--- src/rtl/ggep_pkg.sv ---
// shared types, codes and constants for the ggep extension area parser
package ggep_pkg;

    // framing constants
    localparam logic [7:0] MAGIC_BYTE  = 8'hC3;
    localparam logic [1:0] TAG_MORE    = 2'b10;
    localparam logic [1:0] TAG_LAST    = 2'b01;
    localparam logic [2:0] MIN_PACKET  = 3'd5;
    localparam int         LEN_W       = 18;
    localparam int         LEN_GROUP_W = 6;

    // parser phase codes
    localparam logic [2:0] PH_MAGIC   = 3'd0;
    localparam logic [2:0] PH_FLAGS   = 3'd1;
    localparam logic [2:0] PH_ID      = 3'd2;
    localparam logic [2:0] PH_LEN     = 3'd3;
    localparam logic [2:0] PH_PAYLOAD = 3'd4;
    localparam logic [2:0] PH_AFTER   = 3'd5;

    // status codes
    localparam logic [3:0] ST_RUN    = 4'd0;
    localparam logic [3:0] ST_OK     = 4'd1;
    localparam logic [3:0] ST_MAGIC  = 4'd2;
    localparam logic [3:0] ST_SHORT  = 4'd3;
    localparam logic [3:0] ST_IDZERO = 4'd4;
    localparam logic [3:0] ST_IDNUL  = 4'd5;
    localparam logic [3:0] ST_TAG    = 4'd6;
    localparam logic [3:0] ST_UNTERM = 4'd7;
    localparam logic [3:0] ST_TRUNC  = 4'd8;

    // byte role codes
    localparam logic [2:0] ROLE_IGNORED = 3'd0;
    localparam logic [2:0] ROLE_MAGIC   = 3'd1;
    localparam logic [2:0] ROLE_FLAGS   = 3'd2;
    localparam logic [2:0] ROLE_ID      = 3'd3;
    localparam logic [2:0] ROLE_LEN     = 3'd4;
    localparam logic [2:0] ROLE_PAYLOAD = 3'd5;

    // output beat widths
    localparam int OUT_TDATA_W = 56;
    localparam int OUT_TUSER_W = 3;

    typedef struct packed {
        logic [2:0]       phase;
        logic [2:0]       bytes_seen;
        logic [7:0]       flags;
        logic [3:0]       id_left;
        logic [1:0]       len_read;
        logic [LEN_W-1:0] len_acc;
        logic [LEN_W-1:0] pay_left;
        logic [7:0]       block_cnt;
        logic [3:0]       verdict;
    } t_state;

    localparam t_state STATE_RESET = '{
        phase:      PH_MAGIC,
        bytes_seen: 3'd0,
        flags:      8'd0,
        id_left:    4'd0,
        len_read:   2'd0,
        len_acc:    '0,
        pay_left:   '0,
        block_cnt:  8'd0,
        verdict:    ST_RUN
    };

    typedef struct packed {
        logic [2:0]       byte_role;
        logic [7:0]       echo_byte;
        logic [7:0]       block_number;
        logic [7:0]       block_flags;
        logic [3:0]       id_length;
        logic [LEN_W-1:0] payload_length;
        logic             header_done;
        logic             payload_done;
        logic [3:0]       status;
    } t_result;

endpackage

--- src/rtl/ggep_block_parser_top.sv ---
// top level of the ggep extension area parser with output skid stage
//
// channel  | dir | fields
// ---------+-----+---------------------------------------------------------
// s (in)   | in  | tdata: data_byte; tlast: packet_end
// m (out)  | out | tdata: result fields; tuser: byte_role
//
// one input beat gives one output beat; a beat may be taken every cycle
// the whole step is a single cycle of logic from the parse state register
// to the output register, so throughput is one byte per clock
// a skid register behind the output keeps the input open for one more beat
// while the output stalls; the input drops ready only when both are full
// synchronous active-low reset clears parse state and both valid flags
module ggep_block_parser_top (
    input  logic        i_clk,
    input  logic        i_rst_n,
    // input stream
    input  logic        i_s_tvalid,
    output logic        o_s_tready,
    input  logic [7:0]  i_s_tdata,   // [7:0] data_byte
    input  logic        i_s_tlast,   // packet_end
    // output stream
    output logic        o_m_tvalid,
    input  logic        i_m_tready,
    output logic [ggep_pkg::OUT_TDATA_W-1:0] o_m_tdata,
                                     // [7:0] echo_byte, [15:8] block_number,
                                     // [23:16] block_flags, [27:24] id_length,
                                     // [45:28] payload_length, [46] header_done,
                                     // [47] payload_done, [51:48] status, rest zero
    output logic [ggep_pkg::OUT_TUSER_W-1:0] o_m_tuser  // [2:0] byte_role
);

    ggep_pkg::t_state  r_state;
    ggep_pkg::t_state  n_state;
    ggep_pkg::t_result w_result;
    ggep_pkg::t_result r_out;
    ggep_pkg::t_result r_skid;
    logic              r_out_valid;
    logic              r_skid_valid;
    logic              w_accept;
    logic              w_pop;

    // parse step for the beat on the input
    ggep_step u_step (
        .i_state  (r_state),
        .i_byte   (i_s_tdata),
        .i_last   (i_s_tlast),
        .o_state  (n_state),
        .o_result (w_result)
    );

    assign o_s_tready = !r_skid_valid;
    assign w_accept   = i_s_tvalid && o_s_tready;
    assign w_pop      = r_out_valid && i_m_tready;

    // parse state advances on every accepted beat
    always_ff @(posedge i_clk) begin
        if (!i_rst_n) begin
            r_state <= ggep_pkg::STATE_RESET;
        end else if (w_accept) begin
            r_state <= n_state;
        end
    end

    // output register plus skid register
    always_ff @(posedge i_clk) begin
        if (!i_rst_n) begin
            r_out_valid  <= 1'b0;
            r_skid_valid <= 1'b0;
        end else if (w_pop) begin
            if (r_skid_valid) begin
                // skid drains first, input is closed this cycle
                r_skid_valid <= 1'b0;
            end else if (!w_accept) begin
                r_out_valid <= 1'b0;
            end
        end else if (w_accept) begin
            if (r_out_valid) begin
                r_skid_valid <= 1'b1;
            end else begin
                r_out_valid <= 1'b1;
            end
        end
    end

    // payload moves without reset
    always_ff @(posedge i_clk) begin
        if (w_pop) begin
            if (r_skid_valid) begin
                r_out <= r_skid;
            end else if (w_accept) begin
                r_out <= w_result;
            end
        end else if (w_accept) begin
            if (r_out_valid) begin
                r_skid <= w_result;
            end else begin
                r_out <= w_result;
            end
        end
    end

    assign o_m_tvalid = r_out_valid;
    assign o_m_tuser  = r_out.byte_role;
    assign o_m_tdata  = {4'd0, r_out.status, r_out.payload_done, r_out.header_done,
                         r_out.payload_length, r_out.id_length, r_out.block_flags,
                         r_out.block_number, r_out.echo_byte};

    // skid never holds a beat unless the output register does too
    a_skid_behind_out: assert property (@(posedge i_clk) disable iff (!i_rst_n)
        r_skid_valid |-> r_out_valid)
        else $error("skid valid without output valid");

    // a beat taken while the output stalls must land in the skid
    a_stall_fills_skid: assert property (@(posedge i_clk) disable iff (!i_rst_n)
        (w_accept && r_out_valid && !i_m_tready) |=> r_skid_valid)
        else $error("beat lost on output stall");

    // the last beat of a packet returns the parser to its start
    a_packet_end_resets: assert property (@(posedge i_clk) disable iff (!i_rst_n)
        (w_accept && i_s_tlast) |=>
            (r_state.phase == ggep_pkg::PH_MAGIC && r_state.bytes_seen == 3'd0 &&
             r_state.verdict == ggep_pkg::ST_RUN))
        else $error("parser not cleared after packet end");

    // byte count saturates at the minimum packet size
    a_bytes_seen_sat: assert property (@(posedge i_clk) disable iff (!i_rst_n)
        r_state.bytes_seen <= ggep_pkg::MIN_PACKET)
        else $error("byte count beyond saturation");

endmodule

--- src/rtl/ggep_step.sv ---
// one byte of parser work: next state and result beat from current state
module ggep_step (
    input  ggep_pkg::t_state  i_state,
    input  logic [7:0]        i_byte,
    input  logic              i_last,
    output ggep_pkg::t_state  o_state,
    output ggep_pkg::t_result o_result
);

    ggep_pkg::t_state s;
    logic [2:0]       role;
    logic             hdr;
    logic             pdone;
    logic [3:0]       status;
    logic [2:0]       end_phase;

    // phase once a block is over
    assign end_phase = i_state.flags[7] ? ggep_pkg::PH_AFTER : ggep_pkg::PH_FLAGS;

    always_comb begin
        s     = i_state;
        role  = ggep_pkg::ROLE_IGNORED;
        hdr   = 1'b0;
        pdone = 1'b0;
        if (i_state.verdict == ggep_pkg::ST_RUN) begin
            case (i_state.phase)
                ggep_pkg::PH_FLAGS: begin
                    role = ggep_pkg::ROLE_FLAGS;
                    if (i_state.bytes_seen != 3'd1 && i_state.block_cnt != 8'hFF) begin
                        s.block_cnt = i_state.block_cnt + 8'd1;
                    end
                    s.flags    = i_byte;
                    s.len_acc  = '0;
                    s.pay_left = '0;
                    s.len_read = 2'd0;
                    s.id_left  = i_byte[3:0];
                    if (i_byte[3:0] == 4'd0) begin
                        s.verdict = ggep_pkg::ST_IDZERO;
                    end else begin
                        s.phase = ggep_pkg::PH_ID;
                    end
                end
                ggep_pkg::PH_ID: begin
                    role = ggep_pkg::ROLE_ID;
                    if (i_byte == 8'd0) begin
                        s.verdict = ggep_pkg::ST_IDNUL;
                    end else begin
                        s.id_left = i_state.id_left - 4'd1;
                        if (i_state.id_left == 4'd1) begin
                            s.phase    = ggep_pkg::PH_LEN;
                            s.len_read = 2'd0;
                            s.len_acc  = '0;
                        end
                    end
                end
                ggep_pkg::PH_LEN: begin
                    role = ggep_pkg::ROLE_LEN;
                    // most significant group first, oldest bits fall off the top
                    s.len_acc = {i_state.len_acc[ggep_pkg::LEN_W-ggep_pkg::LEN_GROUP_W-1:0],
                                 i_byte[ggep_pkg::LEN_GROUP_W-1:0]};
                    if (i_byte[7:6] == ggep_pkg::TAG_LAST) begin
                        hdr = 1'b1;
                        if (s.len_acc == '0) begin
                            pdone   = 1'b1;
                            s.phase = end_phase;
                        end else begin
                            s.pay_left = s.len_acc;
                            s.phase    = ggep_pkg::PH_PAYLOAD;
                        end
                    end else if (i_byte[7:6] == ggep_pkg::TAG_MORE) begin
                        s.len_read = i_state.len_read + 2'd1;
                        if (i_state.len_read == 2'd2) begin
                            s.verdict = ggep_pkg::ST_UNTERM;
                        end
                    end else begin
                        s.verdict = ggep_pkg::ST_TAG;
                    end
                end
                ggep_pkg::PH_PAYLOAD: begin
                    role       = ggep_pkg::ROLE_PAYLOAD;
                    s.pay_left = i_state.pay_left - (ggep_pkg::LEN_W)'(1);
                    if (s.pay_left == '0) begin
                        pdone   = 1'b1;
                        s.phase = end_phase;
                    end
                end
                ggep_pkg::PH_AFTER: begin
                    if (i_byte == ggep_pkg::MAGIC_BYTE) begin
                        role    = ggep_pkg::ROLE_MAGIC;
                        s.phase = ggep_pkg::PH_FLAGS;
                    end else begin
                        s.verdict = ggep_pkg::ST_OK;
                    end
                end
                default: begin
                    if (i_byte == ggep_pkg::MAGIC_BYTE) begin
                        role    = ggep_pkg::ROLE_MAGIC;
                        s.phase = ggep_pkg::PH_FLAGS;
                    end else begin
                        s.verdict = ggep_pkg::ST_MAGIC;
                    end
                end
            endcase
        end

        // end of packet settles a running verdict
        if (i_last && s.verdict == ggep_pkg::ST_RUN) begin
            s.verdict = (s.phase == ggep_pkg::PH_AFTER) ? ggep_pkg::ST_OK
                                                         : ggep_pkg::ST_TRUNC;
        end
        status = s.verdict;
        if (i_last && i_state.bytes_seen < ggep_pkg::MIN_PACKET - 3'd1) begin
            status = ggep_pkg::ST_SHORT;
        end

        o_result.byte_role      = role;
        o_result.echo_byte      = i_byte;
        o_result.block_number   = s.block_cnt;
        o_result.block_flags    = s.flags;
        o_result.id_length      = s.flags[3:0];
        o_result.payload_length = s.len_acc;
        o_result.header_done    = hdr;
        o_result.payload_done   = pdone;
        o_result.status         = status;

        if (i_state.bytes_seen < ggep_pkg::MIN_PACKET) begin
            s.bytes_seen = i_state.bytes_seen + 3'd1;
        end
        o_state = i_last ? ggep_pkg::STATE_RESET : s;
    end

endmodule

--- config.mk ---
export PLATFORM = sky130hd
export DESIGN_NAME = ggep_block_parser_top
export DESIGN_NICKNAME = d
export VERILOG_FILES = /design/src/rtl/ggep_pkg.sv /design/src/rtl/ggep_block_parser_top.sv /design/src/rtl/ggep_step.sv
export SDC_FILE = /design/constraint.sdc
export NUM_CORES = 1
export LEC_CHECK = 0
export BUFFER_PORTS_ARGS = -buffer_cell sky130_fd_sc_hd__buf_4
export CAP_MARGIN = 5
export CORE_MARGIN = 5
export CORE_UTILIZATION = 50
export DETAILED_ROUTE_END_ITERATION = 10
export PLACE_DENSITY = 0.7
export SETUP_SLACK_MARGIN = 0.15
export SLEW_MARGIN = 20
export SYNTH_ARGS = -nofsm -noshare
export SYNTH_HDL_FRONTEND = slang
export SYNTH_SLANG_ARGS = --single-unit
--- constraint.sdc ---
create_clock -name i_clk -period 7.1 [get_ports i_clk]
set_input_delay 2.13 -clock i_clk [delete_from_list [all_inputs] [get_ports i_clk]]
set_output_delay 2.13 -clock i_clk [all_outputs]
set_load 0.01 [all_outputs]
==> After elaboration in Yosys (flattened, before gate mapping) <==
Cells that the tools add are included.
{ "op_classes": {"n_addsub": 5, "n_lt_le_gt_ge": 2, "n_eq_ne": 22, "mux": 56, "bitwise": 2, "n_reduce_logical": 28} }
{ "op_table": {"columns": ["op", "n"], "rows": [
  ["55-bit 2-to-1 mux", 5],
  ["68-bit 2-to-1 mux", 1],
  ["62-bit 2-to-1 mux", 1],
  ["20-bit one-hot mux with 3 select lines", 1],
  ["18-bit one-hot mux with 3 select lines", 1],
  ["4-bit 2-to-1 mux", 10],
  ["18-bit zero test", 2],
  ["18-bit 2-to-1 mux", 2],
  ["3-bit 2-to-1 mux", 11],
  ["24-bit 2-to-1 mux", 1],
  ["8-bit 2-to-1 mux", 3],
  ["3-bit one-hot mux with 4 select lines", 2],
  ["20-bit 2-to-1 mux", 1],
  ["4-bit one-hot mux with 5 select lines", 1],
  ["18-bit by 1-bit subtractor with 18-bit output, second input constant", 1],
  ["4-bit zero test", 3],
  ["1-bit 2-to-1 mux", 12],
  ["3-bit == test, second input constant", 3],
  ["3-bit by 2-bit != test with 1-bit output, second input constant", 3],
  ["3-bit != test, second input constant", 3],
  ["3-bit AND reduction", 3],
  ["8-bit by 1-bit adder with 8-bit output, second input constant", 1],
  ["8-bit == test, second input constant", 1],
  ["8-bit zero test", 1],
  ["other kinds (27)", 42]
]} }
{ "totals": {"register_bits": 180, "out_inout_bits": 61, "elab_cells": 144} }

==> Longest topological paths before layout <==
{ "depth": {"word_depth": 13, "ltp_mapped": 12, "depth_no_buf": 10} }

==> Hierarchy <==
Synthesis repeated with hierarchy kept, for this count alone.
{ "unflattened": {"hier_cells": 891, "area_unflattened_um2": 9280.2} }
{ "by_module_without_submodules": {"columns": ["mod", "instances", "cells_per_inst", "area_each_um2", "seq_area_each_um2"], "rows": [
  ["ggep_block_parser_top", 1, 486, 6646.4, 4704.5],
  ["ggep_step", 1, 405, 2633.8, 0.0]
]} }

==> Worst setup path before layout <==
OpenSTA, ideal clock, no wires.
{ "synth_path": {"path_kind": "input-to-reg", "start": "input i_s_tvalid", "end": "register r_skid[0] in the netlist's numbering, enable pin", "setup_ps": 522, "arrival_time_ps": 6286, "required_time_ps": 6578, "path_slack_ps": 292, "cell_stages": 5, "path_buffers": 2, "cell_sequence": "nor2b_1 -> clkbuf_1 -> inv_2 -> clkbuf_1 -> nor3_1"} }
{ "synth_between": {"elab_chain_len": 2} }
{ "synth_rtl": {"columns": ["item", "line", "rtl"], "rows": [
  ["from (decl)", "ggep_block_parser_top.sv:18", "input logic i_s_tvalid,"],
  ["1-bit logical AND", "ggep_block_parser_top.sv:53", "assign w_accept = i_s_tvalid && o_s_tready;"],
  ["3-bit AND reduction (no source line)", null, null],
  ["to (signal assigned)", "ggep_block_parser_top.sv:96", "r_skid <= w_result;"],
  ["to (decl)", "ggep_block_parser_top.sv:37", "ggep_pkg::t_result r_skid;"]
]} }
No other way between the ends.
A chain may end at the register's enable or synchronous reset.

==> flow_summary_export.csv <==
group,metric,value,unit
clocking,cts_setup_buffers,0,
synth,yosys.area.top_type,"edfxtp_1",
grt,antenna_found_initial,0,
synth,syn_inst,840,
routing,first_pass_iters,8,
clocking,cts.htree.levels,4,
flow_run,cap_violations,0,
critical_path,crit_cells,9,
clocking,cts_tree,"done",
routing,ant_nets,0,
clocking,cts_made_buffers,17,
critical_path,crit_path_start_kind,"primary input",
clocking,clk_pin_slew_worst_paths,60,ps
pwr,intPower,1.65,mW
floorplan,core,0.0165,mm2
floorplan,die_area,0.0193,mm2
sta,min_period,4560,ps
clocking,clk_latency,430,ps
hold_path,whs_path_depth,2,
grt,grt_pass1_vias,5774,
sta,rsz0062_at_grt,"no",
finish,nFillCells,1431,
sta,fmax,0.219,GHz
routing,wl_per_cell,16.7,um
critical_path,ff2ff_path_depth,10,
floorplan,core.rowCount,47,
grt,track_usage,19.3,%
routing,drtIter0Drc,731,
floorplan,pin_count,74,
synth,synth_edf_count,102,
pwr,pwr-share-clk,41.5,%
grt,grt.overflow.total,0,
synth,ys_seq_elements,172,
critical_path,cp_top_family,"simple AND/OR/NAND/NOR gates",
routing,vias_per_cell,5.72,
critical_path,worstPathArrival,4730,ps
critical_path,critPathCaptureType,"flip-flop",
place,place_congestion,0.921,
critical_path,crit_top_cell,"or4_1",
synth,yosysWarnings,0,
finish,antenna_cells,0,
finish,syn2layout_area_growth,14.3,%
sta,skew,8.89,ps
clocking,cts_resized,0,
place,post-place-ws,2110,ps
critical_path,worstPathMaxFanout,8,
synth,synthTopCellsByCount,"nor2_1, edfxtp_1, dfxtp_1, nand2_1, nor2b_1",
place,placed_area,0.00893,mm2
synth,synth_area,0.00831,mm2
clocking,root_buffer,"clkbuf_16",
synth,synth.distinct_cells,61,
pwr,powerDensity,228,mW/mm2
pwr,vdd_drop_max,154,uV
finish,nNetsFinal,897,
place,dpl.hpwl,12100,um
synth,synth.yosys.seq_area_share,53.7,%
sta,hold_viol,0,
sta,drv_slew,0,
pwr,p_seq_share,51.0,%
synth,yosysMostFrequentCell,"nor2_1",
routing,wirelength,18500,um
synth,synth_ff_type,"edfxtp_1",
critical_path,critical_path_class,"in2reg",
sta,setup_viol,0,
critical_path,critical_path.max_stage_delay,590,ps
pwr,power_leakage,3.47,nW
grt,grt_max_degree,69,
clocking,cts_hold_buf,0,
place,io_buffer_count,69,
hold_path,hp-class,"reg2reg",
floorplan,die_width,139,um
finish,final_layout_size_suffix_gt1_share,15.7,%
critical_path,crit_chain,"buf_4, nor4_2, nand2_1, or4_1, a311oi_1, nor2_1, and4_1, and4bb_1, or4_1",
critical_path,cp.required,7270,ps
routing,vias,6339,
pwr,combPwrFrac,7.5,%
sta,min_period_over_period,64.2,%
routing,drc_errors,0,
synth,synth_area_per_cell,9.90,um2
clocking,cts_sinks,172,
clocking,clockBufferDepth,2,
floorplan,initial_utilization,50.5,%
pwr,power,2.17,mW
sta,tightest_slew,1040,ps
pwr,swShare,23.8,%
finish,design_area,0.00951,mm2
sta,setup_ws,2540,ps
sta,tns,0,ps
floorplan,fp.dieH,139,um
sta,relSlewSlack,30.2,%
synth,async_reset_ff_share,0,%
pwr,switchingPower,0.516,mW
grt,grt_pass1_wl,30700,um
synth,synthTopCellsByArea,"edfxtp_1, dfxtp_1, nor2_1",
status,status,"completed",
finish,finish.utilization,57.7,%
critical_path,crit_buf_inv,1,
critical_path,cpMaxStageDelayCell,"or4_1",
synth,synth_top_area_share,36.8,%
[worst min-delay path: stages (launching register included)]
cell	delay, ps
edfxtp_1	320
nand2_1	40
nand2_1	50
[registers in the layout (all words and copies together), names as in the netlist]
register,flops
o_m_tuser,3
o_m_tvalid,1
o_m_tdata,48
r_skid_valid,1
r_state,68
r_skid,51
[path summary, 6_finish.rpt]
check	start	end	slack, ps
worst max-delay path	i_s_tdata[3]	r_skid[0]$_DFFE_PP_	2540
worst min-delay path	r_skid[52]$_DFFE_PP_	o_m_tuser[0]$_DFFE_PP_	510
worst max register to register	r_state[12]$_SDFFE_PN0P_	r_skid[0]$_DFFE_PP_	3450
worst min register to register	r_skid[52]$_DFFE_PP_	o_m_tuser[0]$_DFFE_PP_	510
[metrics by stage]
step,instances,hold WS (ps)
after CTS,1108,514
final,1108,510
after global routing,1108,527
after detailed placement,1076,497
after global placement,1076,493
after floorplan,843,484
[routing by layer]
metal / track usage, % / up-vias / wire length [um]
li1: - / 3071 / -
met1: 28.8 / 3031 / 8860
met2: 29.2 / 216 / 8350
met3: 4.28 / 21 / 1170
met4: 3.96 / 0 / 178
met5: 0 / - / 0
[cell usage in the layout (no fill, tap or decap), types with 13 or more instances in the layout]
master / synthesis / layout
nor2_1: 140 / 136
edfxtp_1: 102 / 102
buf_4: 8 / 75
dfxtp_1: 70 / 70
nand2_1: 60 / 60
nor2b_1: 60 / 60
a22oi_1: 50 / 50
nor3_1: 44 / 43
a21oi_1: 41 / 41
o21ai_0: 20 / 20
a22o_1: 18 / 18
clkbuf_16: 0 / 17
mux2_2: 13 / 13
xor2_1: 13 / 13
[power by group through the flow]
stage | Combinational (mW) | Sequential, mW | Clock [mW]
after global routing | 0.178 | 1.11 | 0.963
after global placement | 0.163 | 1.13 | 0
after detailed placement | 0.164 | 1.13 | 0
after floorplan | 0.0795 | 1.14 | 0
after CTS | 0.164 | 1.11 | 0.911
final | 0.163 | 1.11 | 0.899
[cells by family (layout without fill, tap and decap cells)]
family	after synthesis	after routing	share of synthesized area (%)
AO/OA/AOI/OAI	163	163	13.5
XOR/XNOR	23	23	2.42
adder cells (fa/ha/maj)	9	9	1.35
buffers and inverters	76	121	4.11
flip-flops	172	172	53.7
multiplexers	20	20	2.60
other	1	4	0.0451
AND/OR/NAND/NOR	376	376	22.2
[cell type report]
class | instances | area [um2] | area share, %
repair buffers | 76 | 583 | 6.13
multi-input cells | 595 | 3560 | 37.4
inverters | 13 | 48.8 | 0.513
flip-flops and latches | 172 | 4460 | 47.0
clock inverters | 14 | 136 | 1.43
well taps | 220 | 275 | 2.90
clock buffers | 18 | 439 | 4.62
Note: power is estimated with default switching activity, not from simulation.
